**src/rtl/core/maa_pkg.sv**
```systemverilog
// Shared types, widths and codes of the mesh address allocator.
`default_nettype none

package maa_pkg;

   // field widths
   localparam int ADDR_W     = 16;
   localparam int ID_W       = 8;
   localparam int MC_W       = 3;
   localparam int DIGIT_BITS = 3;
   localparam int STATUS_W   = 3;
   localparam int OP_W       = 2;

   // candidate slots: child digits 1 .. max_children (max_children+1 at the root)
   localparam int NCAND      = 2 ** MC_W;
   localparam int SEL_W      = $clog2(NCAND);
   localparam int MAX_DIGITS = (ADDR_W + DIGIT_BITS - 1) / DIGIT_BITS;
   localparam int SHIFT_W    = $clog2(DIGIT_BITS * MAX_DIGITS + 1);

   // stream payload widths
   localparam int REQ_W = 48;
   localparam int RSP_W = 40;

   // configuration port
   localparam int CSR_AW = 3;
   localparam int CSR_DW = 32;
   localparam logic CSR_IDX_DEFAULT_ADDR = 1'b0;
   localparam logic CSR_IDX_MAX_CHILDREN = 1'b1;

   localparam logic [ADDR_W-1:0] DEFAULT_ADDR_RESET = 16'd2340;
   localparam logic [MC_W-1:0]   MAX_CHILDREN_RESET = 3'd4;
   localparam int                TABLE_ENTRIES_DEF  = 32;

   typedef enum logic [OP_W-1:0] {
      OP_REQUEST  = 2'd0,
      OP_SET      = 2'd1,
      OP_REL_ADDR = 2'd2,
      OP_REL_ID   = 2'd3
   } opcode_type;

   localparam logic [STATUS_W-1:0] ST_DONE      = 3'd0;
   localparam logic [STATUS_W-1:0] ST_ID_ZERO   = 3'd1;
   localparam logic [STATUS_W-1:0] ST_NO_FREE   = 3'd2;
   localparam logic [STATUS_W-1:0] ST_FULL      = 3'd3;
   localparam logic [STATUS_W-1:0] ST_NOT_FOUND = 3'd4;

   typedef struct packed {
      logic [ID_W-1:0]   id;
      logic [ADDR_W-1:0] address;
      logic              confirmed;
   } entry_type;

   // results of one table walk
   typedef struct packed {
      logic [NCAND-1:0] hit;      // candidate held by some entry
      logic [NCAND-1:0] own;      // first holder has the requester's id
      logic             id_hit;   // requester id present
      logic             id_conf;  // confirmed flag of that entry
      logic [ID_W-1:0]  a0_id;    // id of first holder of slot 0
      logic             a0_conf;  // confirmed flag of that entry
   } match_flags_type;

endpackage

`default_nettype wire

```
**src/rtl/core/maa_ram.sv**
```systemverilog
// Generic single-write, single-read RAM with registered read data.
`default_nettype none

module maa_ram #(
   parameter int WIDTH = 8,
   parameter int DEPTH = 32
) (
   input  wire logic                     clock,
   input  wire logic                     we,
   input  wire logic [$clog2(DEPTH)-1:0] waddr,
   input  wire logic [WIDTH-1:0]         wdata,
   input  wire logic [$clog2(DEPTH)-1:0] raddr,
   output logic      [WIDTH-1:0]         rdata
);

   logic [WIDTH-1:0] mem_ff [DEPTH];
   logic [WIDTH-1:0] rdata_ff;

   always_ff @(posedge clock) begin
      if (we) begin
         mem_ff[waddr] <= wdata;
      end
      rdata_ff <= mem_ff[raddr];
   end

   assign rdata = rdata_ff;

endmodule

`default_nettype wire

```
**src/rtl/core/maa_match.sv**
```systemverilog
// Compare unit: checks one table entry per cycle against all keys and keeps first hits.
`default_nettype none

module maa_match #(
   parameter int TABLE_ENTRIES = maa_pkg::TABLE_ENTRIES_DEF
) (
   input  wire logic                                   clock,
   input  wire logic                                   reset,
   input  wire logic                                   clear,
   input  wire logic                                   ent_valid,
   input  wire maa_pkg::entry_type                     ent,
   input  wire logic [$clog2(TABLE_ENTRIES)-1:0]       ent_idx,
   input  wire logic [maa_pkg::ID_W-1:0]               req_id,
   input  wire logic [maa_pkg::NCAND-1:0][maa_pkg::ADDR_W-1:0] cand,
   input  wire logic [maa_pkg::NCAND-1:0]              cand_en,
   output maa_pkg::match_flags_type                    flags,
   output logic      [$clog2(TABLE_ENTRIES)-1:0]       id_idx,
   output logic      [$clog2(TABLE_ENTRIES)-1:0]       a0_idx
);

   localparam int AW = $clog2(TABLE_ENTRIES);

   maa_pkg::match_flags_type flags_ff, flags_in;
   logic [AW-1:0] id_idx_ff, id_idx_in;
   logic [AW-1:0] a0_idx_ff, a0_idx_in;

   always_comb begin
      flags_in  = flags_ff;
      id_idx_in = id_idx_ff;
      a0_idx_in = a0_idx_ff;
      if (clear) begin
         flags_in.hit    = '0;
         flags_in.own    = '0;
         flags_in.id_hit = 1'b0;
      end else if (ent_valid) begin
         for (int j = 0; j < maa_pkg::NCAND; j++) begin
            // keep only the first entry that holds each key
            if (cand_en[j] && !flags_ff.hit[j] && ent.address == cand[j]) begin
               flags_in.hit[j] = 1'b1;
               flags_in.own[j] = (ent.id == req_id);
               if (j == 0) begin
                  a0_idx_in        = ent_idx;
                  flags_in.a0_id   = ent.id;
                  flags_in.a0_conf = ent.confirmed;
               end
            end
         end
         if (!flags_ff.id_hit && ent.id == req_id) begin
            flags_in.id_hit  = 1'b1;
            flags_in.id_conf = ent.confirmed;
            id_idx_in        = ent_idx;
         end
      end
   end

   always_ff @(posedge clock) begin
      if (reset) begin
         flags_ff.hit    <= '0;
         flags_ff.own    <= '0;
         flags_ff.id_hit <= 1'b0;
      end else begin
         flags_ff <= flags_in;
      end
      id_idx_ff <= id_idx_in;
      a0_idx_ff <= a0_idx_in;
   end

   assign flags  = flags_ff;
   assign id_idx = id_idx_ff;
   assign a0_idx = a0_idx_ff;

endmodule

`default_nettype wire

```
**src/rtl/core/mesh_address_allocator.sv**
```systemverilog
// Top level of the mesh address allocator: channels, sequencer, table and registers.
//
// Usage:
//   req_*  : one request per handshake. req_tuser carries the opcode (address request,
//            set, release by address, release by id); req_tdata the node id, the
//            forwarding address, the target address and the confirmed flag.
//   rsp_*  : exactly one response per request, in order: status, granted address,
//            reply destination, send-reply and direct-send flags.
//   csr_*  : APB-style port, default_address at 0x0, max_children at 0x4.
//            Write only while no request is in flight.
// Sequence: a request passes the prepare, walk and decide states; the walk covers entries_used entries.
// Walk: requests are handled one at a time; the table walk reads one entry per cycle
//   from the single RAM read port and feeds it to the shared compare unit, which checks
//   it against all candidate addresses and the node id at once. req_tready is high only
//   in the idle state.
// Reset: the table is empty and the registers hold their reset values; entries of
//   the RAM are never compared before they are written, so it needs no clearing pass.
// Stall: a finished response waits in the output register; while rsp_tready is low
//   the sequencer holds the decision and the table update until the register frees.
`default_nettype none

module mesh_address_allocator #(
   parameter int TABLE_ENTRIES = maa_pkg::TABLE_ENTRIES_DEF
) (
   input  wire logic                        clock,
   input  wire logic                        reset,
   // request channel
   input  wire logic                        req_tvalid,
   output logic                             req_tready,
   input  wire logic [maa_pkg::REQ_W-1:0]   req_tdata,  // node_id, from_address,
                                                        // target_address, confirmed
   input  wire logic [maa_pkg::OP_W-1:0]    req_tuser,  // opcode
   // response channel
   output logic                             rsp_tvalid,
   input  wire logic                        rsp_tready,
   output logic      [maa_pkg::RSP_W-1:0]   rsp_tdata,  // status, assigned_address,
                                                        // reply_to, send_reply, direct_send
   // configuration port
   input  wire logic                        csr_psel,
   input  wire logic                        csr_penable,
   input  wire logic                        csr_pwrite,
   input  wire logic [maa_pkg::CSR_AW-1:0]  csr_paddr,
   input  wire logic [maa_pkg::CSR_DW-1:0]  csr_pwdata,
   output logic      [maa_pkg::CSR_DW-1:0]  csr_prdata,
   output logic                             csr_pready
);

   localparam int AW = $clog2(TABLE_ENTRIES);
   localparam int CW = $clog2(TABLE_ENTRIES + 1);
   localparam int AD = maa_pkg::ADDR_W;
   localparam int EW = $bits(maa_pkg::entry_type);

   typedef enum logic [3:0] {
      S_IDLE   = 4'b0001,
      S_PREP   = 4'b0010,
      S_WALK   = 4'b0100,
      S_DECIDE = 4'b1000
   } state_type;

   // ---------------------------------------------------------------- registers
   state_type state_ff, state_in;

   logic [AD-1:0]               def_ff, def_in;
   logic [maa_pkg::MC_W-1:0]    mc_ff, mc_in;

   maa_pkg::opcode_type         op_ff, op_in;
   logic [maa_pkg::ID_W-1:0]    id_ff, id_in;
   logic [AD-1:0]               from_ff, from_in;
   logic [AD-1:0]               target_ff, target_in;
   logic                        conf_ff, conf_in;

   logic [maa_pkg::NCAND-1:0][AD-1:0] cand_ff, cand_in;
   logic [maa_pkg::NCAND-1:0]         cand_en_ff, cand_en_in;

   logic [CW-1:0]               used_ff, used_in;
   logic [CW-1:0]               walk_ff, walk_in;
   logic                        ent_valid_ff, ent_valid_in;
   logic [AW-1:0]               ent_idx_ff, ent_idx_in;

   logic                        rsp_valid_ff, rsp_valid_in;
   logic [maa_pkg::RSP_W-1:0]   rsp_data_ff, rsp_data_in;

   // ---------------------------------------------------------------- wires
   logic                        req_fire;
   logic                        csr_wr;
   logic                        fire;
   logic                        issue;
   logic                        from_default;
   logic [maa_pkg::SHIFT_W-1:0] shift_v;
   logic [maa_pkg::MC_W:0]      top_v;
   logic [AD-1:0]               base_v;
   logic [2*AD-1:0]             wide_v;

   logic                        ram_we;
   logic [AW-1:0]               ram_waddr;
   maa_pkg::entry_type          ram_wdata;
   maa_pkg::entry_type          ram_rdata;

   maa_pkg::match_flags_type    flags;
   logic [AW-1:0]               id_idx;
   logic [AW-1:0]               a0_idx;

   logic                        found;
   logic [maa_pkg::SEL_W-1:0]   sel;
   logic                        has_room;
   logic [maa_pkg::STATUS_W-1:0] st_v;
   logic [AD-1:0]               assigned_v;
   logic [AD-1:0]               reply_v;
   logic                        send_v;
   logic                        direct_v;

   assign req_tready = (state_ff == S_IDLE);
   assign req_fire   = req_tvalid && req_tready;
   assign csr_pready = 1'b1;
   assign csr_wr     = csr_psel && csr_penable && csr_pwrite && csr_pready;
   assign fire       = (state_ff == S_DECIDE) && (!rsp_valid_ff || rsp_tready);
   assign issue      = (state_ff == S_WALK) && (walk_ff != used_ff);
   assign from_default = (from_ff == def_ff);
   assign has_room   = (used_ff != CW'(TABLE_ENTRIES));

   // ---------------------------------------------------------------- configuration
   always_comb begin
      def_in = def_ff;
      mc_in  = mc_ff;
      if (csr_wr) begin
         if (csr_paddr[2] == maa_pkg::CSR_IDX_DEFAULT_ADDR) begin
            def_in = csr_pwdata[AD-1:0];
         end else begin
            mc_in = csr_pwdata[maa_pkg::MC_W-1:0];
         end
      end
   end

   always_comb begin
      if (csr_paddr[2] == maa_pkg::CSR_IDX_MAX_CHILDREN) begin
         csr_prdata = {{(maa_pkg::CSR_DW - maa_pkg::MC_W){1'b0}}, mc_ff};
      end else begin
         csr_prdata = {{(maa_pkg::CSR_DW - AD){1'b0}}, def_ff};
      end
   end

   // ---------------------------------------------------------------- request capture
   always_comb begin
      op_in     = op_ff;
      id_in     = id_ff;
      from_in   = from_ff;
      target_in = target_ff;
      conf_in   = conf_ff;
      if (req_fire) begin
         op_in     = maa_pkg::opcode_type'(req_tuser);
         id_in     = req_tdata[7:0];
         from_in   = req_tdata[23:8];
         target_in = req_tdata[39:24];
         conf_in   = req_tdata[40];
      end
   end

   // ---------------------------------------------------------------- candidate setup
   // Count the octal digits of the forwarder to find where the child digit goes.
   always_comb begin
      shift_v = '0;
      for (int k = 0; k < maa_pkg::MAX_DIGITS; k++) begin
         if ((from_ff >> (maa_pkg::DIGIT_BITS * k)) != '0) begin
            shift_v = shift_v + maa_pkg::SHIFT_W'(maa_pkg::DIGIT_BITS);
         end
      end
   end

   always_comb begin
      // root children for an unassigned node, else children of the forwarder
      top_v  = from_default ? ({1'b0, mc_ff} + 1'b1) : {1'b0, mc_ff};
      base_v = from_default ? '0 : from_ff;
      wide_v = '0;
      cand_in    = cand_ff;
      cand_en_in = cand_en_ff;
      if (state_ff == S_PREP) begin
         for (int j = 0; j < maa_pkg::NCAND; j++) begin
            wide_v = {{AD{1'b0}}, base_v}
                   | ((2*AD)'(j + 1) << (from_default ? '0 : shift_v));
            cand_in[j]    = wide_v[AD-1:0];
            cand_en_in[j] = ((maa_pkg::MC_W + 1)'(j + 1) <= top_v)
                            && (wide_v[AD-1:0] != '0)
                            && (wide_v[AD-1:0] != def_ff);
         end
         case (op_ff)
            maa_pkg::OP_REQUEST: begin
            end
            maa_pkg::OP_REL_ADDR: begin
               // slot 0 carries the address to release, zero included
               cand_in[0]    = target_ff;
               cand_en_in    = '0;
               cand_en_in[0] = 1'b1;
            end
            default: begin
               cand_en_in = '0;
            end
         endcase
      end
   end

   // ---------------------------------------------------------------- table walk
   always_comb begin
      walk_in      = walk_ff;
      ent_valid_in = issue;
      ent_idx_in   = walk_ff[AW-1:0];
      if (state_ff == S_PREP) begin
         walk_in = '0;
      end else if (issue) begin
         walk_in = walk_ff + 1'b1;
      end
   end

   maa_ram #(
      .WIDTH (EW),
      .DEPTH (TABLE_ENTRIES)
   ) u_table (
      .clock (clock),
      .we    (ram_we),
      .waddr (ram_waddr),
      .wdata (ram_wdata),
      .raddr (walk_ff[AW-1:0]),
      .rdata (ram_rdata)
   );

   maa_match #(
      .TABLE_ENTRIES (TABLE_ENTRIES)
   ) u_match (
      .clock     (clock),
      .reset     (reset),
      .clear     (state_ff == S_PREP),
      .ent_valid (ent_valid_ff),
      .ent       (ram_rdata),
      .ent_idx   (ent_idx_ff),
      .req_id    (id_ff),
      .cand      (cand_ff),
      .cand_en   (cand_en_ff),
      .flags     (flags),
      .id_idx    (id_idx),
      .a0_idx    (a0_idx)
   );

   // ---------------------------------------------------------------- decision
   // Pick the highest usable child digit: free, or first held by the requester.
   always_comb begin
      found = 1'b0;
      sel   = '0;
      for (int j = 0; j < maa_pkg::NCAND; j++) begin
         if (cand_en_ff[j] && (!flags.hit[j] || flags.own[j])) begin
            found = 1'b1;
            sel   = maa_pkg::SEL_W'(j);
         end
      end
   end

   always_comb begin
      st_v       = maa_pkg::ST_DONE;
      assigned_v = '0;
      reply_v    = '0;
      send_v     = 1'b0;
      direct_v   = 1'b0;
      ram_we     = 1'b0;
      ram_waddr  = id_idx;
      ram_wdata  = '{id: id_ff, address: target_ff, confirmed: conf_ff};
      used_in    = used_ff;
      case (op_ff)
         maa_pkg::OP_REQUEST: begin
            reply_v   = from_ff;
            ram_wdata = '{id: id_ff, address: cand_ff[sel], confirmed: 1'b0};
            if (id_ff == '0) begin
               st_v = maa_pkg::ST_ID_ZERO;
            end else if (!found) begin
               st_v = maa_pkg::ST_NO_FREE;
            end else if (!flags.id_hit && !has_room) begin
               st_v = maa_pkg::ST_FULL;
            end else begin
               assigned_v = cand_ff[sel];
               send_v     = 1'b1;
               direct_v   = from_default;
               ram_we     = fire;
               if (!flags.id_hit) begin
                  ram_waddr = used_ff[AW-1:0];
                  used_in   = fire ? used_ff + 1'b1 : used_ff;
               end
            end
         end
         maa_pkg::OP_SET: begin
            if (!flags.id_hit && !has_room) begin
               st_v = maa_pkg::ST_FULL;
            end else begin
               ram_we = fire;
               if (!flags.id_hit) begin
                  ram_waddr = used_ff[AW-1:0];
                  used_in   = fire ? used_ff + 1'b1 : used_ff;
               end
            end
         end
         maa_pkg::OP_REL_ADDR: begin
            ram_waddr = a0_idx;
            ram_wdata = '{id: flags.a0_id, address: '0, confirmed: flags.a0_conf};
            if (flags.hit[0]) begin
               ram_we = fire;
            end else begin
               st_v = maa_pkg::ST_NOT_FOUND;
            end
         end
         default: begin
            ram_wdata = '{id: id_ff, address: '0, confirmed: flags.id_conf};
            if (flags.id_hit) begin
               ram_we = fire;
            end else begin
               st_v = maa_pkg::ST_NOT_FOUND;
            end
         end
      endcase
   end

   // ---------------------------------------------------------------- response register
   always_comb begin
      rsp_valid_in = rsp_valid_ff;
      rsp_data_in  = rsp_data_ff;
      if (fire) begin
         rsp_valid_in = 1'b1;
         rsp_data_in  = {3'b000, direct_v, send_v, reply_v, assigned_v, st_v};
      end else if (rsp_tready) begin
         rsp_valid_in = 1'b0;
      end
   end

   assign rsp_tvalid = rsp_valid_ff;
   assign rsp_tdata  = rsp_data_ff;

   // ---------------------------------------------------------------- sequencer
   always_comb begin
      state_in = state_ff;
      case (state_ff)
         S_IDLE: begin
            if (req_fire) begin
               state_in = S_PREP;
            end
         end
         S_PREP: begin
            state_in = S_WALK;
         end
         S_WALK: begin
            // the last entry is compared in the cycle the walk index reaches the fill
            if (walk_ff == used_ff) begin
               state_in = S_DECIDE;
            end
         end
         S_DECIDE: begin
            if (fire) begin
               state_in = S_IDLE;
            end
         end
         default: begin
            state_in = S_IDLE;
         end
      endcase
   end

   always_ff @(posedge clock) begin
      if (reset) begin
         state_ff     <= S_IDLE;
         def_ff       <= maa_pkg::DEFAULT_ADDR_RESET;
         mc_ff        <= maa_pkg::MAX_CHILDREN_RESET;
         used_ff      <= '0;
         walk_ff      <= '0;
         ent_valid_ff <= 1'b0;
         rsp_valid_ff <= 1'b0;
      end else begin
         state_ff     <= state_in;
         def_ff       <= def_in;
         mc_ff        <= mc_in;
         used_ff      <= used_in;
         walk_ff      <= walk_in;
         ent_valid_ff <= ent_valid_in;
         rsp_valid_ff <= rsp_valid_in;
      end
      op_ff       <= op_in;
      id_ff       <= id_in;
      from_ff     <= from_in;
      target_ff   <= target_in;
      conf_ff     <= conf_in;
      cand_ff     <= cand_in;
      cand_en_ff  <= cand_en_in;
      ent_idx_ff  <= ent_idx_in;
      rsp_data_ff <= rsp_data_in;
   end

   // ---------------------------------------------------------------- assertions
   a_used_bound: assert property (@(posedge clock) disable iff (reset)
      used_ff <= CW'(TABLE_ENTRIES))
      else $error("table fill count beyond table size");

   a_used_step: assert property (@(posedge clock) disable iff (reset)
      (!$past(reset) && used_ff != $past(used_ff))
         |-> ($past(fire) && used_ff == $past(used_ff) + 1'b1))
      else $error("table fill count changed outside a response");

   a_entry_in_walk: assert property (@(posedge clock) disable iff (reset)
      ent_valid_ff |-> (state_ff == S_WALK))
      else $error("table entry compared outside the walk");

   a_rsp_from_decide: assert property (@(posedge clock) disable iff (reset)
      (!$past(reset) && $rose(rsp_valid_ff)) |-> $past(state_ff == S_DECIDE))
      else $error("response raised without a decision");

endmodule

`default_nettype wire
```
**config.mk**
```make
export PLATFORM = sky130hd
export DESIGN_NAME = mesh_address_allocator
export DESIGN_NICKNAME = d
export VERILOG_FILES = /design/src/rtl/core/maa_pkg.sv /design/src/rtl/core/maa_ram.sv /design/src/rtl/core/maa_match.sv /design/src/rtl/core/mesh_address_allocator.sv
export SDC_FILE = /design/constraint.sdc
export NUM_CORES = 2
export LEC_CHECK = 0
export BUFFER_PORTS_ARGS = -buffer_cell sky130_fd_sc_hd__buf_2
export CAP_MARGIN = 5
export CORE_MARGIN = 5
export CORE_UTILIZATION = 35
export CTS_CLUSTER_DIAMETER = 40
export CTS_CLUSTER_SIZE = 8
export DETAILED_ROUTE_END_ITERATION = 8
export PLACE_DENSITY = 0.55
export SYNTH_ARGS = -nofsm -noshare
export SYNTH_HDL_FRONTEND = slang
export SYNTH_SLANG_ARGS = --single-unit
```
**constraint.sdc**
```tcl
create_clock -name clock -period 22.2 [get_ports clock]
set_input_delay 2.22 -clock clock [delete_from_list [all_inputs] [get_ports clock]]
set_output_delay 2.22 -clock clock [all_outputs]
set_load 0.01 [all_outputs]
```
==> metrics.cfg <==
[sta]
setup_tns_ps = 0
clock_skew_ps = 55.6
relSlewSlack_pct = 16.1
worst_slew_pin_slew_ps = 1230
setup_violations = 0
finalMaxSlewViolations = 0
rsz0062_at_grt = false
hold_slack_ps = 416
finalCritPeriodShare_pct = 39.4
period_minus_slack_ps = 8740
fmax_mhz = 114
hold_viol = 0

[clock_network]
cts_made_buffers = 168
cts_tree = built
clk_pin_slew_ps = 50
h-tree-depth = 4
clk_latency_ps = 790
post_cts_buffers = 0
clockBufferDepth = 3
cts-root-buf = clkbuf_16
ctsResizeCount = 0
cts_sinks = 1076
holdBufCountCts = 0

[routing]
wl_met1_mm = 60.3
highest_layer = met4
drt-vias-per-instance = 5.54
vias = 27900
dr_wl_met2_mm = 68.0
totalWireLength_mm = 143
drt_iter0_markers = 3281
wl_per_cell_um = 28.4
ant_nets = 0
drc = 0
wl_met3_mm = 10.2
dr.pass1.iters = 6

[run_status]
outcome = complete, no violations

[final_layout]
final_cell_mix = 993 x edfxtp_1, 240 x mux4_2, 190 x nand2_1
antenna_cells = 0
final_common_cell = edfxtp_1
fin_cells = 5035
area_delta_synth_final_pct = 17.2
drive_gt1_share_pct = 23.8
design_area_um2 = 55300
n_fill_cell = 12100
regArea_um2 = 31500
nets = 3252
multi_input_area_um2 = 15000

[critical_path]
arrival_ps = 9210
criticalPathCategory = flop to flop
r2r-start = from_ff[11]$_DFFE_PP_
start_kind = flop
r2r_end = cand_en_ff[6]$_DFFE_PP_
cp_max_fo = 14
reg2reg_slack_ps = 13460
required_ps = 22670
rr_worst_depth = 24
worstSetupEndpointType = flop

[floorplan]
start_util_pct = 35.3
fp.dieH_um = 377
die-area_um2 = 142000
dieWidth_um = 377
core_area_um2 = 134000
row_count = 134
ios = 167

[place]
portBuffers = 120
post-dp-hpwl_mm = 89.8
dpl.cell_count = 4741
placed_area_um2 = 50000
finalWeightedCongestion = 0.949

[power]
leakage_nw = 17.9
p_per_area_nw_per_um2 = 89.8
vdd_drop_max_mv = 0.0773

[grt]
grt_first_pass_wirelength_mm = 203
grt_pass1_vias = 27500
track_usage_pct = 19.8
grt_start_max_net_pins = 142
antenna_found_initial = 5
grt-ovfl-total = 0

[hold_path]
hold_depth = 0
min_from = ent_idx_ff[4]$_DFF_P_
hold_end = u_match.id_idx[4]$_DFFE_PP_
hp-class = flop to flop

[run]
drv_cap = 0

[synthesis]
ys_types = 93
ys.flop_type = edfxtp_1
synthCells = 2968
synth_simple_gate_area_share_pct = 6.77
synth_fa_ha_area_share_pct = 0.467
synth_compound_area_share_pct = 5.40
ys_seq_elements = 1076
synthArstFlopShare_pct = 0
synthXorXnorAreaFrac_pct = 4.29
synth_top_family_by_area = multiplexers
netlist_area_um2 = 47200
syn_area_per_cell_um2 = 15.9
synthMuxAreaShare_pct = 14.0
synth_edf_count = 993
yosysWarnings = 0
ys_seq_area_share_pct = 66.7

-- metrics by stage --
step	total power, mW	util, %	setup slack (ps)
after floorplan	2.45	-	5540
after global placement	2.55	37.4	13860
after detailed placement	2.55	37.4	13860
after CTS	5.01	41.3	13860
after global routing	5.13	41.3	13360
final	4.97	41.3	13460
-- worst max-delay path by stage --
| stage | from | endpoint | slack, ps | cells after the start |
|---|---|---|---|---|
| 2_1_floorplan | state_ff[1]$_SDFFE_PP0P_ | u_match.a0_idx[0]$_DFFE_PP_ | 5540 | 2 |
| 3_3_place_gp | from_ff[11]$_DFFE_PP_ | cand_en_ff[6]$_DFFE_PP_ | 13860 | 24 |
| 3_5_place_dp | from_ff[11]$_DFFE_PP_ | cand_en_ff[6]$_DFFE_PP_ | 13860 | 24 |
| 4_1_cts | from_ff[11]$_DFFE_PP_ | cand_en_ff[6]$_DFFE_PP_ | 13860 | 24 |
| 5_1_grt | from_ff[11]$_DFFE_PP_ | cand_en_ff[6]$_DFFE_PP_ | 13360 | 24 |
| 6_report | from_ff[11]$_DFFE_PP_ | cand_en_ff[6]$_DFFE_PP_ | 13460 | 24 |
-- kinds of logic after synthesis --
| group | count (synthesis) |
|---|---|
| simple gates | 651 |
| compound gates | 378 |
| fa+ha+maj | 17 |
| flops | 1076 |
| buf+inv | 259 |
| mux | 354 |
| xor+xnor | 231 |
| other cells | 2 |
-- final cells by class --
cell class / count / area share [%]
Sequential cell: 1076 / 57.0
Timing Repair Buffer: 192 / 2.09
Clock inverter: 37 / 1.08
Inverter: 54 / 0.367
Clock buffer: 257 / 8.47
Tap cell: 1768 / 4.00
Multi-Input combinational cell: 1651 / 27.0
-- where the power goes --
part / internal [mW] / total (mW) / switching (mW) / leakage (nW)
clock: 1.51 / 2.45 / 0.934 / 2.51
combinational: 0.0591 / 0.237 / 0.178 / 5.72
sequential: 2.26 / 2.28 / 0.0207 / 9.71
total: 3.84 / 4.97 / 1.13 / 17.9
-- routing by layer --
metal | GRT usage (%) | up-vias
li1 | - | 11900
met1 | 27.4 | 14500
met2 | 31.7 | 1181
met3 | 3.48 | 244
met4 | 6.70 | 0
met5 | 0 | -
-- Yosys cell counts (16+ instances only) --
master / count / area [µm²]
a21oi_1: 62 / 310
a31oi_1: 23 / 144
and2_1: 32 / 200
buf_1: 26 / 97.6
buf_4: 22 / 165
clkbuf_1: 142 / 533
dfxtp_1: 83 / 1660
edfxtp_1: 993 / 29800
ha_1: 16 / 200
inv_1: 46 / 173
mux2_2: 58 / 653
mux2i_1: 55 / 551
mux4_2: 240 / 5410
nand2_1: 190 / 713
nand2b_1: 33 / 206
nand3_1: 29 / 145
nand4_1: 39 / 244
nor2_1: 163 / 612
nor3_1: 37 / 185
nor4_1: 42 / 263
o211ai_1: 33 / 248
o21ai_0: 108 / 541
xnor2_1: 129 / 1130
xor2_1: 102 / 893
-- critical path, stage by stage, from the launching register on --
cell      delay, ps
edfxtp_1        630
nor3_1          580
nand3_1         280
or4_1           570
inv_1           120
nand2_1         140
fa_1            930
xnor2_1         190
ha_1            380
nand2_1          80
o21ai_0          80
ha_1            310
a22oi_1         180
o21ai_1         130
or2_2           460
inv_2           330
ha_1            420
inv_1           120
nor3_1          620
o21ai_1         280
inv_1           290
a21oi_1         120
xnor2_1         160
nor4_1          830
a31oi_1         170
-- sequential cells by signal, summed over array words and instances (netlist names), 8 cells and up --
name	flops
u_table.mem_ff	768
def_ff	16
cand_ff	120
cand_en_ff	8
u_table.rdata	24
target_ff	16
rsp_tdata	37
id_ff	8
from_ff	16
u_match.flags	25
(Power assumes the default switching activity.)
